===== config.mk =====
export PLATFORM = sky130hd
export DESIGN_NAME = fbpa_cfg_regs
export DESIGN_NICKNAME = d
export VERILOG_FILES = /design/src/sv/fbpa_pkg.sv /design/src/sv/fbpa_cfg_regs.sv
export SDC_FILE = /design/constraint.sdc
export NUM_CORES = 1
export LEC_CHECK = 0
export ABC_AREA = 1
export BUFFER_PORTS_ARGS = -buffer_cell sky130_fd_sc_hd__buf_2
export CAP_MARGIN = 25
export CORE_MARGIN = 8
export CORE_UTILIZATION = 48
export CTS_CLUSTER_SIZE = 10
export DETAILED_ROUTE_END_ITERATION = 12
export PLACE_DENSITY = 0.93
export SETUP_SLACK_MARGIN = 0.15
export SKIP_CTS_REPAIR_TIMING = 1
export SYNTH_ARGS = -nofsm -noshare
export SYNTH_HDL_FRONTEND = slang
export SYNTH_SLANG_ARGS = --single-unit

===== constraint.sdc =====
create_clock -name clk_i -period 2.1 [get_ports clk_i]
set_input_delay 0.315 -clock clk_i [delete_from_list [all_inputs] [get_ports clk_i]]
set_output_delay 0.315 -clock clk_i [all_outputs]
set_load 0.01 [all_outputs]

===== src/sv/fbpa_pkg.sv =====
// Shared types, codes and constants of the fixed block pool allocator.
package fbpa_pkg;

  localparam int unsigned ADDR_BITS      = 32;
  localparam int unsigned MAX_BLOCKS_DEF = 1024;

  localparam int unsigned REQ_W    = 17;
  localparam int unsigned ALIGN_W  = 5;
  localparam int unsigned SHIFT_W  = 5;
  localparam int unsigned BLOCKS_W = 11;
  localparam int unsigned PADDR_W  = 4;
  localparam int unsigned PDATA_W  = 32;
  localparam int unsigned REGSEL_W = PADDR_W - 2;

  localparam logic [ADDR_BITS-1:0] BASE_RST   = ADDR_BITS'(65536);
  localparam logic [SHIFT_W-1:0]   SHIFT_RST  = SHIFT_W'(3);
  localparam logic [SHIFT_W-1:0]   SHIFT_MIN  = SHIFT_W'(3);
  localparam logic [SHIFT_W-1:0]   SHIFT_MAX  = SHIFT_W'(16);
  localparam logic [BLOCKS_W-1:0]  BLOCKS_RST = BLOCKS_W'(1024);

  typedef enum logic [1:0] {
    OP_ALLOC      = 2'd0,
    OP_FREE       = 2'd1,
    OP_POOL_RESET = 2'd2,
    OP_NOP        = 2'd3
  } opcode_e;

  typedef enum logic [2:0] {
    ST_OK            = 3'd0,
    ST_EXHAUSTED     = 3'd1,
    ST_TOO_LARGE     = 3'd2,
    ST_MISALIGNED    = 3'd3,
    ST_OUT_OF_BOUNDS = 3'd4
  } status_e;

  typedef enum logic [1:0] {
    FSM_IDLE,
    FSM_EXEC,
    FSM_POP,
    FSM_WALK
  } fsm_e;

  typedef enum logic [REGSEL_W-1:0] {
    REG_BASE_ADDRESS = 2'd0,
    REG_BLOCK_SHIFT  = 2'd1,
    REG_POOL_BLOCKS  = 2'd2
  } cfg_reg_e;

  typedef struct packed {
    opcode_e              opcode;
    logic [REQ_W-1:0]     request_bytes;
    logic [ALIGN_W-1:0]   align_shift;
    logic [ADDR_BITS-1:0] address;
  } fbpa_req_t;

  typedef struct packed {
    status_e              status;
    logic [ADDR_BITS-1:0] block_address;
    logic                 pool_empty;
  } fbpa_rsp_t;

  typedef struct packed {
    logic [ADDR_BITS-1:0] base_address;
    logic [SHIFT_W-1:0]   block_shift;
    logic [BLOCKS_W-1:0]  pool_blocks;
  } fbpa_cfg_t;

endpackage


===== src/sv/fbpa_cfg_regs.sv =====
// APB configuration registers: pool base address, block shift and pool size.
module fbpa_cfg_regs (
  input  logic                         clk_i,
  input  logic                         rst_ni,
  input  logic                         psel,
  input  logic                         penable,
  input  logic                         pwrite,
  input  logic [fbpa_pkg::PADDR_W-1:0] paddr,
  input  logic [fbpa_pkg::PDATA_W-1:0] pwdata,
  output logic [fbpa_pkg::PDATA_W-1:0] prdata,
  output logic                         pready,
  output fbpa_pkg::fbpa_cfg_t          cfg_o
);
  import fbpa_pkg::*;

  logic [ADDR_BITS-1:0] base_q;
  logic [SHIFT_W-1:0]   shift_q;
  logic [BLOCKS_W-1:0]  blocks_q;
  logic                 wr_en;
  cfg_reg_e             reg_sel;

  assign wr_en   = psel & penable & pwrite;
  assign reg_sel = cfg_reg_e'(paddr[PADDR_W-1:2]);
  assign pready  = 1'b1;

  always_ff @(posedge clk_i or negedge rst_ni) begin
    if (!rst_ni) begin
      base_q   <= BASE_RST;
      shift_q  <= SHIFT_RST;
      blocks_q <= BLOCKS_RST;
    end else if (wr_en) begin
      case (reg_sel)
        REG_BASE_ADDRESS: base_q   <= pwdata[ADDR_BITS-1:0];
        REG_BLOCK_SHIFT:  shift_q  <= pwdata[SHIFT_W-1:0];
        REG_POOL_BLOCKS:  blocks_q <= pwdata[BLOCKS_W-1:0];
        default: ;
      endcase
    end
  end

  always_comb begin
    case (reg_sel)
      REG_BASE_ADDRESS: prdata = PDATA_W'(base_q);
      REG_BLOCK_SHIFT:  prdata = PDATA_W'(shift_q);
      REG_POOL_BLOCKS:  prdata = PDATA_W'(blocks_q);
      default:          prdata = '0;
    endcase
  end

  assign cfg_o = '{base_address: base_q, block_shift: shift_q, pool_blocks: blocks_q};

endmodule


# Word level (Yosys, flattened, before mapping)
# Cells that the tools add are included.
[totals]
register_bits = 48
input_bits = 41
out_inout_bits = 81
[op_classes]
eq_ne = 2
muxes = 1
bitwise = 2
n_reduce_logical = 4
[op_table]
columns = ["operator", "count"]
rows = [
  ["32-bit one-hot mux with 3 select lines", 1],
  ["2-bit AND reduction", 3],
  ["1-bit bitwise AND", 2],
  ["2-bit by 1-bit == test with 1-bit output (second input constant)", 1],
  ["2-bit == test (second input constant)", 1],
  ["2-bit logical NOT", 1],
]

# Depth between registers and ports, before layout
[logic_depth]
depth_word = 3
mapped_depth = 7
mapped_depth_nobuf = 6

# Worst setup path before layout
# OpenSTA, ideal clock, no wires.
[synth_timing]
kind = "in2out"
startpoint = "input port paddr[2] (netlist bit)"
endpoint = "output port prdata[0] (netlist bit)"
t_arrival_ns = 0.855
t_required_ns = 1.785
setup_slack_ns = 0.930
path_stages = 4
path_buffers = 1
path_cell_list = "nor2_2 buf_2 nand2_1 nand3_1"
[synth_via]
elab_chain_len = 2
word_cells_on_any_way = 4
classes_between = "2 x eq/ne; 1 x mux; 1 x reduce/logical"
[synth_lines]
columns = ["item", "line", "rtl"]
rows = [
  ["from (decl)", "fbpa_cfg_regs.sv:8", "input logic [fbpa_pkg::PADDR_W-1:0] paddr,"],
  ["2-bit == test (tied with other cells)", "fbpa_cfg_regs.sv:42", "case (reg_sel)"],
  ["32-bit one-hot mux with 3 select lines *", "fbpa_cfg_regs.sv:42", ""],
  ["to (decl)", "fbpa_cfg_regs.sv:10", "output logic [fbpa_pkg::PDATA_W-1:0] prdata,"],
]
# Mark *: on every way between the ends. The rest lies on a longest branch, timed or not.

# Worst setup path after layout
# Ends and elaborated chain as after synthesis.

==> results.toml <==
[status]
run_status = "finished, violations left"
violations = "negative hold slack"

[synthesis]
yosys_warnings = 0
synth_fa_ha_area_share_pct = 0
yosys.area_share.simple_pct = 38.66
synth_compound_area_share_pct = 0
postSynthNetCount = 345
synthMuxAreaShare_pct = 0
post_synth.cell_area_avg_um2 = 7.655
synth_cells = 304
synth_top_family_by_area = "simple AND/OR/NAND/NOR gates"
seq_area_frac_synth_pct = 51.83
synth_area_mm2 = 0.002327
xor_xnor_fraction_of_synth_area_pct = 0
synth_seq_cells = 48
ys_types = 18

[global_routing]
grtUsageTotal_pct = 16.95
pin_count_of_the_biggest_net_entering_global_routing = 33
antenna_found_initial = 0
via_count_of_the_first_global_routing_pass = 2249
globalRoute.totalOverflow = 0
wire_length_of_the_first_global_routing_pass_mm = 10.22

[timing]
timing.final.max_slew_violations = 0
final-setup-viol-count = 0
setup_total_negative_slack_ns = 0
hold_slack_ns = -0.007582
layout_worst_path_cycle_share_pct = 76.22
fin_ws_ns = 0.4994
hold_violations = 5
finalClockSkew_ns = 0
post-route-min-period_ns = 1.601
worst_slew_pin_slew_ns = 0.5836
grt_setup_unrepaired = "no"
fmax_ghz = 0.6248
slew_headroom_pct = 61.05

[clock_network]
cts_num_sinks = 48
clock_buffer_depth = 2
cts_buffers = 5
cts.clk_slew.worst_paths_ns = 0.09
clock_latency_late_sink_ns = 0.29
cts_root_buf = "clkbuf_8"
cts_tree = "done"
h-tree-depth = 2

[finish]
most_common_cell_after_layout_fill_and_taps_aside = "nand2_1"
highest_count_cells_in_the_layout_ignoring_fill_and_taps = "nand2_1 (170), buf_2 (118), dfrtp_1 (44)"
num_antenna_cells = 0
finalNetCount = 459
stdcell_area_mm2 = 0.002992
flow.area_growth_from_synthesis_pct = 28.55
layout-drive-gt1-share_pct = 36.75

[die]
die_width_um = 85.63
die_h_um = 85.63
die-area_mm2 = 0.007333
placement_rows = 25
initial_utilization_pct = 49.60
placeableCoreArea_mm2 = 0.004692
ios = 122

[worst_setup_path]
crit_family = "simple AND/OR/NAND/NOR gates"
crit_chain = "buf_2 > nor2_2 > nand2_1 > nand3_1 > buf_2"
critical_path.max_stage_delay_ns = 0.47
critPathMostFrequentCell = "buf_2"
cp.arrival_ns = 1.29
crit_path_top_delay_cell = "nor2_2"
required_ns = 1.78
timing_worst_setup_path_type = "in2out"
cp_max_fo = 12
type_of_destination_of_the_critical_path = "primary output"
critical_path.n_buffers_inverters = 2
startpoint_type_of_the_worst_setup_path = "input port"

[power_and_ir_drop]
power.density_mw_per_mm2 = 884.9
power_frac_comb_pct = 27.2
clock_power_share_pct = 24.8
p_sw_share_pct = 33.02
intPower_mw = 1.773
power.net_switching_mw = 0.8740
seq_power_share_pct = 48.0
irDropWorstVdd_v = 0.0004352
cellLeakagePower_nw = 1.889

[drt]
antenna_left = 0
wl_per_cell_um = 13.22
wl_mm = 6.254
post_drt_via_cell_ratio = 4.717
detailroute.via_count = 2231
drc = 0
1st_iter_drt_viols = 77
first_pass_iters = 4

[placement]
gp_congestion = 0.8233
dpl.hpwl_mm = 4.787
placed_area_mm2 = 0.002880
placement.setup.worst_slack_ns = 0.4408
buffer_ports.inserted = 118

[hold_path]
hold_path_class = "in2async"

[flow_run]
max_cap_viol_count = 0
==> cell type report <==
cell class              instances  area, um^2
clock inverters                 3       42.54
flip-flops and latches         48        1206
multi-input cells             217       903.4
fillers                       414        1700
inverters                      26       97.59
clock buffers                   5       68.82
well taps                      54       67.56
repair buffers                120       605.6
==> path summary, 6_finish.rpt <==
path / from / end / slack, ns / depth (start not counted)
min reg2reg: shift_q[0]$_DFFE_PN1P_ / shift_q[0]$_DFFE_PN1P_ / 0.48 / 2
max: paddr[2] / prdata[0] / 0.50 / 5
max in group asynchronous: rst_ni / base_q[16]$_DFFE_PN1P_ / 1.77 / 2
min: rst_ni / blocks_q[3]$_DFFE_PN0P_ / -0.008 / 2
max reg2reg: shift_q[1]$_DFFE_PN1P_ / shift_q[1]$_DFFE_PN1P_ / 1.36 / 2
min in group clk_i: pwdata[21] / base_q[21]$_DFFE_PN0P_ / 0.21 / 3
==> metal layers <==
layer | global-route usage, % | wire, um | share of wire [%]
met1 | 18.46 | 2516 | 40
met2 | 30.68 | 3106 | 50
met3 | 5.731 | 593 | 9.5
met4 | 4.140 | 38 | 0.61
met5 | 0 | 0 | 0
==> Yosys cell counts <==
| cell type | n | area share [%] |
|---|---|---|
| nand2_1 | 170 | 27 |
| dfrtp_1 | 44 | 47 |
| inv_1 | 23 | 3.7 |
| nor2_1 | 22 | 3.5 |
| nand2_2 | 13 | 3.5 |
| buf_6 | 6 | 2.9 |
| nand3_1 | 5 | 1.1 |
| dfstp_2 | 4 | 4.5 |
| buf_2 | 3 | 0.64 |
| buf_4 | 3 | 0.97 |
| inv_2 | 3 | 0.48 |
| nor2_2 | 2 | 0.54 |
| buf_8 | 1 | 0.64 |
| conb_1 | 1 | 0.16 |
| nand2_4 | 1 | 0.48 |
| nand3_4 | 1 | 0.75 |
| nor2_4 | 1 | 0.48 |
| nor2_8 | 1 | 0.86 |
==> power by group through the flow <==
stage          sequential, mW  combinational (mW)  clock [mW]
2_1_floorplan            1.36               0.277           0
3_3_place_gp             1.28               0.711           0
3_5_place_dp             1.29               0.739           0
4_1_cts                  1.27               0.738       0.673
5_1_grt                  1.30               0.810       0.709
6_report                 1.27               0.720       0.655
==> registers in the layout, summed over array words and instances (netlist names) <==
name	cells
base_q	32
shift_q	5
blocks_q	11
==> metrics by stage <==
| stage | total power, mW | instances | utilization, % | hold WS, ns |
|---|---|---|---|---|
| floorplan | 1.641 | 304 | - | 0.01941 |
| global placement | 1.987 | 465 | 61.39 | 0.3032 |
| detailed placement | 2.024 | 465 | 61.39 | 0.3212 |
| CTS | 2.681 | 473 | 63.76 | -0.007759 |
| global route | 2.818 | 473 | 63.76 | 0.01849 |
| finish | 2.647 | 473 | 63.76 | -0.007582 |
==> logic make-up after synthesis <==
logic type / count (synthesis)
other cells: 1
simple gates: 216
flops: 48
buf+inv: 39
Note: power is estimated with default switching activity, not from simulation.
